[config.mk]
export PLATFORM = sky130hd
export DESIGN_NAME = ack_retry_transmit_queue_core_flat
export DESIGN_NICKNAME = d
export VERILOG_FILES = /design/src/hw/rtl/artq_pkg.sv /design/src/hw/rtl/artq_req_if.sv /design/src/hw/rtl/artq_rsp_if.sv /design/src/hw/rtl/artq_cfg_if.sv /design/src/hw/rtl/artq_datapath.sv /design/src/hw/rtl/artq_ctrl.sv /design/src/hw/rtl/ack_retry_transmit_queue_core.sv /design/src/flat_wrapper.sv
export SDC_FILE = /design/constraint.sdc
export NUM_CORES = 1
export LEC_CHECK = 0
export BUFFER_PORTS_ARGS = -buffer_cell sky130_fd_sc_hd__buf_4
export CORE_MARGIN = 1.5
export CORE_UTILIZATION = 55
export CTS_CLUSTER_DIAMETER = 50
export DETAILED_ROUTE_END_ITERATION = 10
export PLACE_DENSITY = 0.72
export REMOVE_ABC_BUFFERS = 1
export SETUP_SLACK_MARGIN = 0.3
export SLEW_MARGIN = 20
export SYNTH_ARGS = -nofsm -noshare
export SYNTH_HDL_FRONTEND = slang
export SYNTH_HIERARCHICAL = 1
export SYNTH_SLANG_ARGS = --single-unit
export TNS_END_PERCENT = 10
[constraint.sdc]
create_clock -name clk -period 4.3 [get_ports clk]
set_clock_uncertainty 0.2 [all_clocks]
set_input_delay 0 -clock clk [delete_from_list [all_inputs] [get_ports clk]]
set_output_delay 0 -clock clk [all_outputs]
set_load 0.1 [all_outputs]
[src/hw/rtl/artq_pkg.sv]
// Shared types, codes and sizes for the ack/retry transmit queue.
// No dependencies; the datapath, controller and core refer to this package by scoped names.
package artq_pkg;

	localparam int DEPTH   = 16;
	localparam int IDX_W   = $clog2(DEPTH);
	localparam int TIMER_W = 20;
	localparam int ATT_W   = 4;

	// input commands
	localparam logic [1:0] CMD_PUSH = 2'd0;
	localparam logic [1:0] CMD_ACK  = 2'd1;
	localparam logic [1:0] CMD_POLL = 2'd2;
	localparam logic [1:0] CMD_TICK = 2'd3;

	// result status codes
	localparam logic [2:0] STS_OK        = 3'd0;
	localparam logic [2:0] STS_FULL      = 3'd1;
	localparam logic [2:0] STS_ACK_DUP   = 3'd2;
	localparam logic [2:0] STS_ACK_UNK   = 3'd3;
	localparam logic [2:0] STS_EMPTY     = 3'd4;
	localparam logic [2:0] STS_WAITING   = 3'd5;
	localparam logic [2:0] STS_EXHAUSTED = 3'd6;
	localparam logic [2:0] STS_TICK      = 3'd7;

	// configuration register indexes
	localparam logic [1:0] REG_BASE_TIMEOUT = 2'd0;
	localparam logic [1:0] REG_LONG_FACTOR  = 2'd1;
	localparam logic [1:0] REG_PAIRING_CODE = 2'd2;
	localparam logic [1:0] REG_MAX_ATTEMPTS = 2'd3;

	localparam int CFG_IDX_W  = 2;
	localparam int CFG_DATA_W = 16;

	localparam logic [15:0] RST_BASE_TIMEOUT = 16'd100;
	localparam logic [3:0]  RST_LONG_FACTOR  = 4'd5;
	localparam logic [7:0]  RST_PAIRING_CODE = 8'd0;
	localparam logic [2:0]  RST_MAX_ATTEMPTS = 3'd3;

	// controller to datapath commands
	typedef struct packed {
		logic load;  // capture the accepted input item
		logic exec;  // perform the item and load the result register
	} ctl_t;

	function automatic logic [IDX_W-1:0] ring_next(input logic [IDX_W-1:0] i);
		logic [IDX_W-1:0] r;
		if (i == IDX_W'(DEPTH - 1)) begin
			r = '0;
		end else begin
			r = i + 1'b1;
		end
		return r;
	endfunction

endpackage

[src/hw/rtl/artq_req_if.sv]
// Input item channel: valid/ready handshake with the queue command payload.
// Depends on nothing.
interface artq_req_if;
	logic        valid;
	logic        ready;
	logic [1:0]  cmd;
	logic [7:0]  seq;
	logic [7:0]  command_byte;
	logic [15:0] packet_handle;

	modport source (output valid, cmd, seq, command_byte, packet_handle, input ready);
	modport sink   (input valid, cmd, seq, command_byte, packet_handle, output ready);
endinterface

[src/hw/rtl/artq_rsp_if.sv]
// Result channel: valid/ready handshake with the queue result payload.
// Depends on nothing.
interface artq_rsp_if;
	logic        valid;
	logic        ready;
	logic [2:0]  status;
	logic        transmit;
	logic [7:0]  out_seq;
	logic [15:0] out_handle;
	logic [3:0]  attempt_count;
	logic        link_lost;

	modport source (output valid, status, transmit, out_seq, out_handle, attempt_count,
		link_lost, input ready);
	modport sink   (input valid, status, transmit, out_seq, out_handle, attempt_count,
		link_lost, output ready);
endinterface

[src/hw/rtl/artq_cfg_if.sv]
// Configuration write channel: valid/ready with register index and write data.
// Depends on nothing.
interface artq_cfg_if;
	logic        valid;
	logic        ready;
	logic [1:0]  idx;
	logic [15:0] data;

	modport source (output valid, idx, data, input ready);
	modport sink   (input valid, idx, data, output ready);
endinterface

[src/hw/rtl/artq_datapath.sv]
// Datapath: item capture, slot store, ring indexes, retry timer, config and result registers.
// Depends on artq_pkg; driven by artq_ctrl through artq_pkg::ctl_t.
module artq_datapath (
	input  logic                 clk,
	input  logic                 arst_n,
	input  artq_pkg::ctl_t       ctl,
	input  logic [1:0]           cmd,
	input  logic [7:0]           seq,
	input  logic [7:0]           command_byte,
	input  logic [15:0]          packet_handle,
	input  logic                 cfg_we,
	input  logic [1:0]           cfg_idx,
	input  logic [15:0]          cfg_data,
	output logic [2:0]           status,
	output logic                 transmit,
	output logic [7:0]           out_seq,
	output logic [15:0]          out_handle,
	output logic [3:0]           attempt_count,
	output logic                 link_lost
);

	logic [1:0]  cmd_q;
	logic [7:0]  seq_q;
	logic [7:0]  cbyte_q;
	logic [15:0] handle_q;

	logic [7:0]  slot_seq_q    [artq_pkg::DEPTH];
	logic [7:0]  slot_cmd_q    [artq_pkg::DEPTH];
	logic [15:0] slot_handle_q [artq_pkg::DEPTH];

	logic [artq_pkg::IDX_W-1:0]   head_q, tail_q;
	logic [artq_pkg::ATT_W-1:0]   attempts_q;
	logic [artq_pkg::TIMER_W-1:0] timer_q;

	logic [15:0] base_q;
	logic [3:0]  factor_q;
	logic [7:0]  pair_q;
	logic [2:0]  max_q;

	logic [2:0]  status_q;
	logic        transmit_q;
	logic [7:0]  oseq_q;
	logic [15:0] ohandle_q;
	logic [3:0]  oatt_q;
	logic        lost_q;

	logic                         empty, full, hit;
	logic [artq_pkg::IDX_W-1:0]   tail_nxt;
	logic [7:0]                   head_seq, head_cmd;
	logic [15:0]                  head_handle;
	logic [artq_pkg::TIMER_W-1:0] long_timer;
	logic [artq_pkg::ATT_W-1:0]   att_inc;

	logic                         push_we, head_adv;
	logic [artq_pkg::TIMER_W-1:0] timer_d;
	logic [artq_pkg::ATT_W-1:0]   att_d;
	logic [2:0]                   sts_d;
	logic                         tx_d, lost_d;
	logic [7:0]                   oseq_d;
	logic [15:0]                  ohandle_d;
	logic [3:0]                   oatt_d;

	assign tail_nxt    = artq_pkg::ring_next(tail_q);
	assign empty       = (head_q == tail_q);
	assign full        = (tail_nxt == head_q);
	assign head_seq    = slot_seq_q[head_q];
	assign head_cmd    = slot_cmd_q[head_q];
	assign head_handle = slot_handle_q[head_q];
	assign long_timer  = artq_pkg::TIMER_W'(base_q) * artq_pkg::TIMER_W'(factor_q);
	assign att_inc     = attempts_q + 1'b1;

	// stale slots count too: the search covers the whole store
	always_comb begin
		hit = 1'b0;
		for (int i = 0; i < artq_pkg::DEPTH; i++) begin
			hit = hit | (slot_seq_q[i] == seq_q);
		end
	end

	always_comb begin
		push_we   = 1'b0;
		head_adv  = 1'b0;
		timer_d   = timer_q;
		att_d     = attempts_q;
		sts_d     = artq_pkg::STS_OK;
		tx_d      = 1'b0;
		lost_d    = 1'b0;
		oseq_d    = '0;
		ohandle_d = '0;
		oatt_d    = '0;
		unique case (cmd_q)
			artq_pkg::CMD_PUSH: begin
				if (full) begin
					sts_d  = artq_pkg::STS_FULL;
					lost_d = 1'b1;
				end else begin
					push_we = 1'b1;
				end
			end
			artq_pkg::CMD_ACK: begin
				if (!empty && head_seq == seq_q) begin
					head_adv = 1'b1;
					att_d    = '0;
					timer_d  = '0;
				end else begin
					sts_d = hit ? artq_pkg::STS_ACK_DUP : artq_pkg::STS_ACK_UNK;
				end
			end
			artq_pkg::CMD_POLL: begin
				if (empty) begin
					sts_d = artq_pkg::STS_EMPTY;
				end else begin
					oseq_d    = head_seq;
					ohandle_d = head_handle;
					if (attempts_q == '0) begin
						// first send: pairing commands get the long timeout
						timer_d = (head_cmd == pair_q) ? long_timer
							: artq_pkg::TIMER_W'(base_q);
						att_d   = artq_pkg::ATT_W'(1);
						tx_d    = 1'b1;
						oatt_d  = artq_pkg::ATT_W'(1);
					end else if (timer_q == '0) begin
						oatt_d = att_inc;
						if (att_inc > artq_pkg::ATT_W'(max_q)) begin
							head_adv = 1'b1;
							att_d    = '0;
							timer_d  = '0;
							sts_d    = artq_pkg::STS_EXHAUSTED;
							lost_d   = 1'b1;
						end else begin
							att_d   = att_inc;
							timer_d = artq_pkg::TIMER_W'(base_q);
							tx_d    = 1'b1;
						end
					end else begin
						sts_d  = artq_pkg::STS_WAITING;
						oatt_d = attempts_q;
					end
				end
			end
			artq_pkg::CMD_TICK: begin
				if (timer_q != '0) begin
					timer_d = timer_q - 1'b1;
				end
				sts_d = artq_pkg::STS_TICK;
			end
		endcase
	end

	// item capture and result registers
	always_ff @(posedge clk) begin
		if (ctl.load) begin
			cmd_q    <= cmd;
			seq_q    <= seq;
			cbyte_q  <= command_byte;
			handle_q <= packet_handle;
		end
		if (ctl.exec) begin
			status_q   <= sts_d;
			transmit_q <= tx_d;
			oseq_q     <= oseq_d;
			ohandle_q  <= ohandle_d;
			oatt_q     <= oatt_d;
			lost_q     <= lost_d;
		end
	end

	// command and handle slots are only read between head and tail, so no reset
	always_ff @(posedge clk) begin
		if (ctl.exec && push_we) begin
			slot_cmd_q[tail_q]    <= cbyte_q;
			slot_handle_q[tail_q] <= handle_q;
		end
	end

	always_ff @(posedge clk or negedge arst_n) begin
		if (!arst_n) begin
			for (int i = 0; i < artq_pkg::DEPTH; i++) begin
				slot_seq_q[i] <= '0;
			end
			head_q     <= '0;
			tail_q     <= '0;
			attempts_q <= '0;
			timer_q    <= '0;
		end else if (ctl.exec) begin
			if (push_we) begin
				slot_seq_q[tail_q] <= seq_q;
				tail_q             <= tail_nxt;
			end
			if (head_adv) begin
				head_q <= artq_pkg::ring_next(head_q);
			end
			attempts_q <= att_d;
			timer_q    <= timer_d;
		end
	end

	always_ff @(posedge clk or negedge arst_n) begin
		if (!arst_n) begin
			base_q   <= artq_pkg::RST_BASE_TIMEOUT;
			factor_q <= artq_pkg::RST_LONG_FACTOR;
			pair_q   <= artq_pkg::RST_PAIRING_CODE;
			max_q    <= artq_pkg::RST_MAX_ATTEMPTS;
		end else if (cfg_we) begin
			unique case (cfg_idx)
				artq_pkg::REG_BASE_TIMEOUT: base_q   <= cfg_data;
				artq_pkg::REG_LONG_FACTOR:  factor_q <= cfg_data[3:0];
				artq_pkg::REG_PAIRING_CODE: pair_q   <= cfg_data[7:0];
				artq_pkg::REG_MAX_ATTEMPTS: max_q    <= cfg_data[2:0];
			endcase
		end
	end

	assign status        = status_q;
	assign transmit      = transmit_q;
	assign out_seq       = oseq_q;
	assign out_handle    = ohandle_q;
	assign attempt_count = oatt_q;
	assign link_lost     = lost_q;

endmodule

[src/hw/rtl/artq_ctrl.sv]
// Controller: accept/execute state machine and result valid flag.
// Depends on artq_pkg; drives artq_datapath through artq_pkg::ctl_t.
module artq_ctrl (
	input  logic           clk,
	input  logic           arst_n,
	input  logic           req_valid,
	output logic           req_ready,
	output logic           rsp_valid,
	input  logic           rsp_ready,
	output artq_pkg::ctl_t ctl
);

	localparam logic ST_IDLE = 1'b0;
	localparam logic ST_EXEC = 1'b1;

	logic state_q;
	logic out_valid_q;
	logic out_free;

	assign req_ready = (state_q == ST_IDLE);
	assign rsp_valid = out_valid_q;
	assign out_free  = !out_valid_q || rsp_ready;
	assign ctl.load  = req_valid && req_ready;
	assign ctl.exec  = (state_q == ST_EXEC) && out_free;

	always_ff @(posedge clk or negedge arst_n) begin
		if (!arst_n) begin
			state_q     <= ST_IDLE;
			out_valid_q <= 1'b0;
		end else begin
			unique case (state_q)
				ST_IDLE: begin
					if (ctl.load) begin
						state_q <= ST_EXEC;
					end
				end
				ST_EXEC: begin
					// hold until the result register can take the new result
					if (out_free) begin
						state_q <= ST_IDLE;
					end
				end
			endcase
			if (ctl.exec) begin
				out_valid_q <= 1'b1;
			end else if (rsp_ready) begin
				out_valid_q <= 1'b0;
			end
		end
	end

endmodule

[src/hw/rtl/ack_retry_transmit_queue_core.sv]
// Stop-and-wait transmit ring with ack matching, retry timer and attempt limit.
// Capture, then execute: an item is captured on its transfer and executed into the
// result register once that register is free; no new item is taken until then, and a
// stalled result holds execution of the next item until the result register frees.
// Reset (arst_n, async): clears sequence slots, ring indexes, attempts and timer,
// and loads the register defaults; the block is ready for items once reset is released.
module ack_retry_transmit_queue_core (
	input logic        clk,
	input logic        arst_n,
	artq_req_if.sink   req,
	artq_rsp_if.source rsp,
	artq_cfg_if.sink   cfg
);

	artq_pkg::ctl_t ctl;

	assign cfg.ready = 1'b1;

	artq_ctrl u_ctrl (
		.clk       (clk),
		.arst_n    (arst_n),
		.req_valid (req.valid),
		.req_ready (req.ready),
		.rsp_valid (rsp.valid),
		.rsp_ready (rsp.ready),
		.ctl       (ctl)
	);

	artq_datapath u_dp (
		.clk           (clk),
		.arst_n        (arst_n),
		.ctl           (ctl),
		.cmd           (req.cmd),
		.seq           (req.seq),
		.command_byte  (req.command_byte),
		.packet_handle (req.packet_handle),
		.cfg_we        (cfg.valid && cfg.ready),
		.cfg_idx       (cfg.idx),
		.cfg_data      (cfg.data),
		.status        (rsp.status),
		.transmit      (rsp.transmit),
		.out_seq       (rsp.out_seq),
		.out_handle    (rsp.out_handle),
		.attempt_count (rsp.attempt_count),
		.link_lost     (rsp.link_lost)
	);

	a_no_accept_after_accept: assert property (@(posedge clk) disable iff (!arst_n)
		req.valid && req.ready |=> !req.ready)
		else $error("input taken in the cycle after a transfer");

	a_exec_loads_result: assert property (@(posedge clk) disable iff (!arst_n)
		ctl.exec |=> rsp.valid)
		else $error("executed item left no result");

	a_transmit_ok: assert property (@(posedge clk) disable iff (!arst_n)
		rsp.valid && rsp.transmit |-> rsp.status == artq_pkg::STS_OK
			&& rsp.attempt_count != 4'd0)
		else $error("transmit without ok status or attempt");

	a_lost_cause: assert property (@(posedge clk) disable iff (!arst_n)
		rsp.valid && rsp.link_lost |-> rsp.status == artq_pkg::STS_FULL
			|| rsp.status == artq_pkg::STS_EXHAUSTED)
		else $error("link loss without drop");

endmodule
[src/flat_wrapper.sv]
// flat-port wrapper written by rule: the top's interface ports become plain ports
module ack_retry_transmit_queue_core_flat 
  (clk, arst_n, req_valid, req_cmd, req_seq, req_command_byte, req_packet_handle, req_ready, rsp_valid, rsp_status, rsp_transmit, rsp_out_seq, rsp_out_handle, rsp_attempt_count, rsp_link_lost, rsp_ready, cfg_valid, cfg_idx, cfg_data, cfg_ready);
  artq_req_if req_i ();
  artq_rsp_if rsp_i ();
  artq_cfg_if cfg_i ();
  input logic clk;
  input logic arst_n;
  input wire logic [$bits(req_i.valid)-1:0] req_valid;
  input wire logic [$bits(req_i.cmd)-1:0] req_cmd;
  input wire logic [$bits(req_i.seq)-1:0] req_seq;
  input wire logic [$bits(req_i.command_byte)-1:0] req_command_byte;
  input wire logic [$bits(req_i.packet_handle)-1:0] req_packet_handle;
  output wire logic [$bits(req_i.ready)-1:0] req_ready;
  output wire logic [$bits(rsp_i.valid)-1:0] rsp_valid;
  output wire logic [$bits(rsp_i.status)-1:0] rsp_status;
  output wire logic [$bits(rsp_i.transmit)-1:0] rsp_transmit;
  output wire logic [$bits(rsp_i.out_seq)-1:0] rsp_out_seq;
  output wire logic [$bits(rsp_i.out_handle)-1:0] rsp_out_handle;
  output wire logic [$bits(rsp_i.attempt_count)-1:0] rsp_attempt_count;
  output wire logic [$bits(rsp_i.link_lost)-1:0] rsp_link_lost;
  input wire logic [$bits(rsp_i.ready)-1:0] rsp_ready;
  input wire logic [$bits(cfg_i.valid)-1:0] cfg_valid;
  input wire logic [$bits(cfg_i.idx)-1:0] cfg_idx;
  input wire logic [$bits(cfg_i.data)-1:0] cfg_data;
  output wire logic [$bits(cfg_i.ready)-1:0] cfg_ready;
  assign req_i.valid = req_valid;
  assign req_i.cmd = req_cmd;
  assign req_i.seq = req_seq;
  assign req_i.command_byte = req_command_byte;
  assign req_i.packet_handle = req_packet_handle;
  assign req_ready = req_i.ready;
  assign rsp_valid = rsp_i.valid;
  assign rsp_status = rsp_i.status;
  assign rsp_transmit = rsp_i.transmit;
  assign rsp_out_seq = rsp_i.out_seq;
  assign rsp_out_handle = rsp_i.out_handle;
  assign rsp_attempt_count = rsp_i.attempt_count;
  assign rsp_link_lost = rsp_i.link_lost;
  assign rsp_i.ready = rsp_ready;
  assign cfg_i.valid = cfg_valid;
  assign cfg_i.idx = cfg_idx;
  assign cfg_i.data = cfg_data;
  assign cfg_ready = cfg_i.ready;
  ack_retry_transmit_queue_core u_core (.clk(clk), .arst_n(arst_n), .req(req_i), .rsp(rsp_i), .cfg(cfg_i));
endmodule
After elaboration in Yosys (flattened, before gate mapping)
Memories as Yosys holds them, arrays and structs flattened. A register that Yosys moved wholly into a read port is not among the register bits.
Index checks and enable logic that the tools add are counted.
{ "totals": {"regBits": 244, "mem_bits_rw": 384, "mem_count": 2} }
{ "mem_list": {"columns": ["memory", "words", "width", "read_ports", "rd_ports_with_merged_regs", "write_ports", "line", "rtl"], "rows": [
  ["u_core.u_dp.slot_handle_q", 16, 16, 1, 1, 1, "artq_datapath.sv:29", "logic [15:0] slot_handle_q [artq_pkg::DEPTH];"],
  ["u_core.u_dp.slot_cmd_q", 16, 8, 1, 0, 1, "artq_datapath.sv:28", "logic [7:0] slot_cmd_q [artq_pkg::DEPTH];"]
]} }
{ "op_classes": {"n_eq_ne": 32, "add_sub_neg": 4, "bitwise_logic": 19, "reduce_logical": 26, "muxes": 52, "n_lt_le_gt_ge": 4, "multipliers": 1} }
{ "op_table": {"columns": ["cell", "count"], "rows": [
  ["$eq A8 B8 Y1", 18],
  ["$bwmux W128", 1],
  ["$mux W20", 6],
  ["$pmux W20 S3", 1],
  ["$bmux W8 S4", 1],
  ["$demux W8 S4", 1],
  ["$mux W4", 8],
  ["$mux W8", 3],
  ["$logic_not A20 Y1", 1],
  ["$mul A16 B4 Y20", 1],
  ["$mux W1", 20],
  ["$reduce_bool A20 Y1", 1],
  ["$sub A20 B1 Y20 const B", 1],
  ["$mux W16", 1],
  ["$or A1 B1 Y1", 15],
  ["$add A4 B1 Y4 const B", 3],
  ["$mux W3", 4],
  ["$pmux W3 S4", 1],
  ["$reduce_and A2 Y1", 6],
  ["$ge A5 B5 Y1 const B", 2],
  ["$not A4 Y5", 2],
  ["$eq A2 B2 Y1 const B", 4],
  ["$eq A4 B4 Y1", 2],
  ["$eq A4 B4 Y1 const B", 2],
  ["other kinds (20)", 33]
]} }

Longest topological paths before layout
Gate-level depths: netlist of the first run.
{ "logic_depth": {"ltp_word": 19, "ltp_mapped": 16, "mapped_depth_nobuf": 15} }

Modules after synthesis
The synthesis of the first run kept the hierarchy.
{ "by_module_without_submodules": {"columns": ["mod", "instances", "area_per_inst_um2", "cells_per_inst", "seq_area_each_um2"], "rows": [
  ["artq_datapath", 1, 30116.4, 1902, 18331.3],
  ["artq_ctrl", 1, 93.8, 8, 50.0],
  ["ack_retry_transmit_queue_core", 1, 11.3, 2, 0.0]
]} }

Least setup slack after synthesis of the first run
OpenSTA, ideal clock, no wires.
{ "synth_path": {"path_kind": "flip-flop to flip-flop", "from": "register u_core.u_dp.factor_q[2]", "to": "register u_core/u_dp/timer_q[11] (netlist bit)", "setup_slack_ps": 359, "stages_incl_launch_ff": 16, "t_arrival_ps": 3615, "setup_time_ps": 126, "n_path_buf": 1, "cell_sequence": "dfstp_2 -> clkbuf_1 -> nand2_1 -> fa_1 -> fa_1 -> inv_1 -> ha_1 -> a21oi_1 -> o211ai_1 -> o41ai_1 -> o21ba_2 -> o21bai_1 -> xor2_1 -> mux2i_1 -> nor3_1 -> a221o_1"} }
{ "synth_via": {"elab_chain_len": 5} }
{ "synth_lines": {"columns": ["item", "line", "rtl"], "rows": [
  ["from (decl)", "artq_datapath.sv:36", "logic [3:0] factor_q;"],
  ["from (signal assigned)", "artq_datapath.sv:201", "factor_q <= artq_pkg::RST_LONG_FACTOR;"],
  ["from (signal assigned)", "artq_datapath.sv:207", "artq_pkg::REG_LONG_FACTOR: factor_q <= cfg_data[3:0];"],
  ["$mul A16 B4 Y20", "artq_datapath.sv:69", "assign long_timer = artq_pkg::TIMER_W'(base_q) * artq_pkg::TIMER_W'(factor_q);"],
  ["$mux W20", "artq_datapath.sv:117", "timer_d = (head_cmd == pair_q) ? long_timer"],
  ["$mux W20", "artq_datapath.sv:115", "if (attempts_q == '0) begin"],
  ["$mux W20", "artq_datapath.sv:110", "if (empty) begin"],
  ["$pmux W20 S3", "artq_datapath.sv:91", "unique case (cmd_q)"],
  ["to (signal assigned)", "artq_datapath.sv:194", "timer_q <= timer_d;"],
  ["to (decl)", "artq_datapath.sv:33", "logic [artq_pkg::TIMER_W-1:0] timer_q;"]
]} }
No other way between the ends. The select of a mux whose other input is x is not followed.
A chain may end at the register's enable or synchronous reset.

Worst setup path in the final report of the first run
{ "layout_path": {"from": "register u_core.u_dp.factor_q[2]", "to": "register u_core/u_dp/timer_q[18] (netlist bit)"} }
The elaborated chain is that of the path after synthesis.

==> results of run 1 <==
power by group through the flow:
stage | Combinational (mW) | Sequential (mW) | Clock [mW]
2_1_floorplan | 2.32 | 8.11 | 0
3_3_place_gp | 3.41 | 7.93 | 0
3_5_place_dp | 3.50 | 7.97 | 0
4_1_cts | 3.73 | 7.85 | 6.27
5_1_grt | 4.19 | 7.94 | 6.50
6_report | 3.83 | 7.86 | 6.16
path summary, 6_finish.rpt:
kind	to	depth (start not counted)
setup / recovery	u_core/u_dp/timer_q[18]$_DFFE_PN0P_	15
hold / removal	u_core/u_dp/base_q[0]$_DFFE_PN0P_	3
setup reg to reg	u_core/u_dp/timer_q[18]$_DFFE_PN0P_	15
hold reg to reg	u_core/u_dp/max_q[2]$_DFFE_PN0P_	1
max in group asynchronous	u_core/u_dp/slot_seq_q[2]$_DFFE_PN0P_	4
min in group asynchronous	u_core/u_dp/base_q[2]$_DFFE_PN1P_	3
sequential cells by signal, summed over array words and instances, names as in the netlist, 8 cells and up:
signal,count
u_core/u_dp/slot_handle_q,256
u_core/u_dp/handle_q,16
u_core/u_dp/out_handle,16
u_core/u_dp/cbyte_q,8
u_core/u_dp/seq_q,8
u_core/u_dp/slot_cmd_q,128
u_core/u_dp/out_seq,8
u_core/u_dp/base_q,16
u_core/u_dp/slot_seq_q,128
u_core/u_dp/pair_q,8
u_core/u_dp/timer_q,20
cells in the mapped netlist, types with 8 or more instances:
cell type	instances	area [um2]
edfxtp_1	451	13500
dfrtp_1	186	4650
mux2_2	169	1900
mux4_2	133	3000
xor2_1	92	806
xnor2_1	88	771
inv_1	79	297
nand2_1	65	244
and2_1	55	344
clkbuf_1	55	206
nor2_1	53	199
a21oi_1	40	200
ha_1	40	500
mux2i_1	40	400
and3_1	38	238
buf_2	31	155
o21ai_0	29	145
fa_1	28	561
nand4_1	24	150
nor4_1	23	144
nand3_1	17	85.1
nor3_1	16	80.1
nor2b_1	13	81.3
buf_4	10	75.1
mux4_1	10	263
buf_1	9	33.8
buf_6	8	90.1
o221ai_1	8	70.1
final cells by class:
class                      count  area [um2]  share of cell area (%)
sequential                   644       18400                    51.5
multi-input combinational   1073       11100                    31.0
timing repair buffer         290        2690                    7.54
clock buffer                  90        2010                    5.61
tap                          696         871                    2.44
clock inverter                41         378                    1.06
inverter                      81         304                   0.851
layer usage:
metal	wire length (um)	GRT usage, %
met5	9	0
met4	1840	7.84
met3	5110	4.51
met2	35300	42.5
met1	29800	36.7
worst max-delay path: stages (launching register included):
cell      delay [ns]
dfstp_2         0.41
buf_6           0.15
and2_1          0.15
fa_1            0.51
inv_1           0.05
fa_1            0.49
inv_1           0.07
ha_4            0.18
a2111o_1        0.46
o211ai_1        0.30
a21oi_2         0.12
o21ba_2         0.22
o31a_1          0.27
o21ai_1         0.15
nand3b_1        0.10
o221ai_1        0.17
cell families after synthesis:
family,share of synthesized area [%]
adder cells (fa/ha/maj),3.51
multiplexers,18.4
AO/OA/AOI/OAI,3.01
other,0.0124
buffers and inverters,2.91
XOR/XNOR,5.22
AND/OR/NAND/NOR,6.08
flip-flops,60.8
stage by stage:
step	util (%)	cell area, um2	instances
3_3_place_gp	59.2	32000	2656
2_1_floorplan	-	29600	1798
4_1_cts	66.0	35700	2911
3_5_place_dp	59.2	32000	2656
6_report	66.1	35700	2915
5_1_grt	66.1	35700	2915
repair_timing:
| item | 4_1_cts | 5_1_grt |
|---|---|---|
| endpoints found under the setup margin | 8 | 10 |
| pin swaps | 8 | 6 |
| gates resized for setup | 11 | 12 |
| hold buffers | 119 | 0 |
| cloned | 0 | 0 |
| hold endpoints to repair | 283 | 0 |
| setup buffers | 5 | 4 |
==> flow_summary.ini, run 1 <==
[global_routing]
grt_pass1_wl_mm = 110
gr-total-overflow = 0
grt_pass1_vias = 18200
grt_start_max_net_pins = 100
gr-usage-all-layers_pct = 26.2
antenna_found_initial = 1

[drt]
ant_nets = 0
first_pass_iters = 7
totalWireLength_mm = 72.1
drt-initial-drc-count = 1589
vias = 17600
vias_per_cell = 6.05
wl_per_cell_um = 24.7
drc = 0

[timing]
drv_slew = 0
fmax_mhz = 244
fin_crit_ns = 4.10
holdWs_ns = 0.0313
fin_ws_ns = 0.202
hold_violations = 0
tns_ns = 0
setup_viol = 0
rsz0062_at_grt = yes
tightestPinTransition_ns = 0.990
maxSlewHeadroom_pct = 33.9
post-route-period-util_pct = 95.3

[power_and_ir_drop]
finalPower_mw = 17.9
clkPwrFrac_pct = 34.5
p_leak_nw = 13.7
p_switching_mw = 5.28
p_per_area_nw_per_um2 = 500
pwr-share-comb_pct = 21.4
peakVddDrop_uv = 362
cellInternalPower_mw = 12.6
swShare_pct = 29.6
seqPwrFrac_pct = 44.1

[hold_path]
hp-start = cfg_data[0]
hold_path.class = in -> reg

[synth]
ys.flop_type = edfxtp_1
synth_async_sr_flop_share_pct = 30.0
ys_ff_latch = 644
synth.distinct_cells = 77
ys_warn_count = 6
syn_area_per_cell_um2 = 15.8
synth_area_um2 = 30200
synthCells = 1912
seq_area_frac_synth_pct = 60.8
synth-edff-count = 451

[cells_and_area]
n_fill_cell = 3721
drive_above_1_share_pct = 29.1
layout_common_cells = edfxtp_1 (451), dfrtp_1 (181), mux2_2 (169), buf_4 (153), mux4_2 (133)
n_antenna_cell = 0
final_common_cell = edfxtp_1
syn_to_final_growth_pct = 18.2
fin_nets = 2290

[setup_path]
cp.arrival_ns = 4.41
cp_max_fo = 10
crit_start = u_core/u_dp/factor_q[2]$_DFFE_PN1P_
worst_r2r_startpoint = u_core/u_dp/factor_q[2]$_DFFE_PN1P_
r2r_slack_ns = 0.20
critical_path_required_ns = 4.61
cp-start-kind = register
path_class = reg -> reg
worst_setup_path_end_kind = register

[clock_tree]
tritoncts.num_buffers = 75
worstSkewPairLatency_ns = 0.62
cts.sinks = 644
cts_tree = done
clkTransAtPathRegs_ns = 0.06
cts-htree-levels = 3
cts_max_path_buffers = 3
clockRootBuffer = clkbuf_16

[placed_design]
io_buffers = 91
dp_hpwl_mm = 44.5
dp_slack_ns = 0.0311
globalplace.congestion = 0.885

[die]
ios = 93
start_util_pct = 55.9
core_um2 = 54000
die_w_um = 237
rows = 85
chipHeight_um = 237
die_area_um2 = 56400

[job]
cap_violations = 0

[status]
outcome = finished, final reports clean
No activity file was read; power rests on OpenSTA's default activity.
==> run 2: changes to the inputs <==
--- a/config.mk
+++ b/config.mk
@@ -10,6 +10,8 @@
 export CORE_UTILIZATION = 55
 export CTS_CLUSTER_DIAMETER = 50
 export DETAILED_ROUTE_END_ITERATION = 10
+export GPL_TIMING_DRIVEN = 0
+export MAX_ROUTING_LAYER = met4
 export PLACE_DENSITY = 0.72
 export REMOVE_ABC_BUFFERS = 1
 export SETUP_SLACK_MARGIN = 0.3
==> run 2 against run 1 <==
Global-route usage up 1.1 points; design area up 1.3%; sequential power about the same; worst hold slack better by 0.015 ns; non-clock buffer count down 3; final cell count about the same; count of clock-buffer cells in the layout down 3; via count up 0.33%; flip-flop and latch count unchanged; worst setup slack better by 0.0085 ns; fmax up 0.21%; highest routed layer is now met4.
==> flow_summary.ini, run 2 (synthesis results as in run 1) <==
[status]
outcome = finished, final reports clean

[power_and_ir_drop]
p_leak_nw = 13.8
p_per_area_nw_per_um2 = 502
finalPower_mw = 18.2
peakVddDrop_uv = 450

[setup_path]
r2r_end = u_core/u_dp/timer_q[11]$_DFFE_PN0P_
path_class = reg -> reg
cp.arrival_ns = 4.37
worst_r2r_path_depth = 16
cp-start-kind = register
critical_path_required_ns = 4.58
r2r_slack_ns = 0.21
cp_max_fo = 4
worst_setup_path_end_kind = register
worst_r2r_startpoint = u_core/u_dp/factor_q[2]$_DFFE_PN1P_

[die]
ios = 93
chipHeight_um = 237
core_um2 = 54000
die_area_um2 = 56400
start_util_pct = 55.9
die_w_um = 237
rows = 85

[drt]
first_pass_iters = 5
vias_per_cell = 6.08
drc = 0
vias = 17700
ant_nets = 0
wl_per_cell_um = 25.0
totalWireLength_mm = 73.0
drt-initial-drc-count = 1623

[global_routing]
grt_pass1_wl_mm = 111
grt_start_max_net_pins = 98
antenna_found_initial = 0
grt_pass1_vias = 18200
gr-total-overflow = 0
gr-usage-all-layers_pct = 27.3

[cells_and_area]
largest_register = u_core/u_dp/slot_handle_q
finalInstanceArea_um2 = 36200
reg.largest.list = u_core/u_dp/slot_handle_q x256, u_core/u_dp/slot_cmd_q x128, u_core/u_dp/slot_seq_q x128
largest_register_ffs = 256
drive_above_1_share_pct = 30.0
syn_to_final_growth_pct = 19.7
n_fill_cell = 3645
n_antenna_cell = 0
final_common_cell = edfxtp_1
layout_common_cells = edfxtp_1 (451), dfrtp_1 (179), mux2_2 (169), mux4_2 (133), buf_4 (127)
fin_nets = 2285

[clock_tree]
cts.sinks = 644
cts_tree = done
tritoncts.num_buffers = 73
clockRootBuffer = clkbuf_16
worstSkewPairLatency_ns = 0.61
clkTransAtPathRegs_ns = 0.05
cts-htree-levels = 3
cts_max_path_buffers = 3

[hold_path]
hp-start = cfg_data[10]
hold_path.class = in -> reg
holdPathStages = 3
hold-path-endpoint = u_core/u_dp/base_q[10]$_DFFE_PN0P_

[timing]
tightestPinTransition_ns = 0.834
hold_violations = 0
fin_crit_ns = 4.09
fmax_mhz = 245
rsz0062_at_grt = yes
drv_slew = 0
setup_viol = 0
post-route-period-util_pct = 95.1
maxSlewHeadroom_pct = 44.4

[job]
cap_violations = 0

[placed_design]
dp_hpwl_mm = 42.3
io_buffers = 91
globalplace.congestion = 0.846
place_area_um2 = 32000
==> run 2: cell count changes in the layout (fill, tap and decap cells not counted), sizes merged <==
cell	change
clkinv	+6
inv	-6
bufinv	+4
clkbuf	-4
buf	-1
dlygate4sd3	-1
==> run 2: routing by layer <==
| layer | routed length (um) | up-vias | track usage, % |
|---|---|---|---|
| met4 | 1580 | 0 | 7.87 |
| met1 | 30000 | 9282 | 36.3 |
| met2 | 37000 | 577 | 44.4 |
| li1 | - | 7731 | - |
| met3 | 4350 | 108 | 3.73 |
| met5 | 0 | - | - |
==> run 2: worst max path at each step <==
stage	slack, ns	cells past startpoint	from	end
6_report	0.21	16	u_core/u_dp/factor_q[2]$_DFFE_PN1P_	u_core/u_dp/timer_q[11]$_DFFE_PN0P_
5_1_grt	0.07	16	u_core/u_dp/factor_q[1]$_DFFE_PN0P_	u_core/u_dp/timer_q[15]$_DFFE_PN0P_
4_1_cts	0.16	14	u_core/u_dp/factor_q[2]$_DFFE_PN1P_	u_core/u_dp/timer_q[18]$_DFFE_PN0P_
2_1_floorplan	-2.46	9	u_core/u_dp/head_q[0]$_DFFE_PN0P_	u_core/u_dp/timer_q[13]$_DFFE_PN0P_
3_5_place_dp	-0.33	10	u_core/u_dp/head_q[0]$_DFFE_PN0P_	u_core/u_dp/timer_q[2]$_DFFE_PN0P_
3_3_place_gp	-5.56	7	u_core/u_dp/head_q[0]$_DFFE_PN0P_	u_core/u_dp/timer_q[3]$_DFFE_PN0P_
==> run 2: critical path, cell delays in order, from the launching register on <==
cell and delay [ns]:
dfstp_2 0.56, buf_6 0.12, nand2_2 0.05, fa_1 0.47
fa_1 0.58, inv_2 0.06, ha_4 0.21, a21oi_2 0.17
o211ai_1 0.12, buf_4 0.16, o41ai_4 0.23, o21ba_2 0.20
o21bai_1 0.08, xor2_1 0.18, mux2i_1 0.23, nor3_1 0.09
a221o_1 0.27
==> run 2: layout make-up <==
class	count	area, um2	area share (%)
sequential	644	18400	50.8
multi-input combinational	1073	11200	31.0
timing repair buffer	287	2970	8.19
clock buffer	87	1910	5.28
tap	696	871	2.41
clock inverter	45	494	1.37
inverter	81	313	0.864
==> run 2: where the power goes <==
part / total (mW) / switching [mW] / internal [mW]
clock network: 6.20 / 2.51 / 3.69
logic: 4.13 / 2.23 / 1.90
registers: 7.85 / 0.605 / 7.25
==> run 2: through the flow <==
stage	hold slack, ns	setup slack (ns)	instances	TNS, ns	utilization [%]
after global routing	0.0319	0.0708	2913	0	67.0
final	0.0462	0.211	2913	0	67.0
after detailed placement	-0.382	-0.326	2620	-5.69	59.2
after global placement	-0.0220	-5.56	2585	-3004.12	57.7
after floorplan	-0.496	-2.46	1798	-1251.23	-
after CTS	0.00998	0.160	2898	0	66.5
==> run 2: what timing repair did <==
item                                    in CTS  in global routing
resized for setup                           32                 24
gates cloned                                 0                  0
hold buffers                               117                  0
pin swaps                                   12                 30
buffers inserted                            29                 15
endpoints found under the setup margin     538                 63
hold endpoints to repair                   287                  0
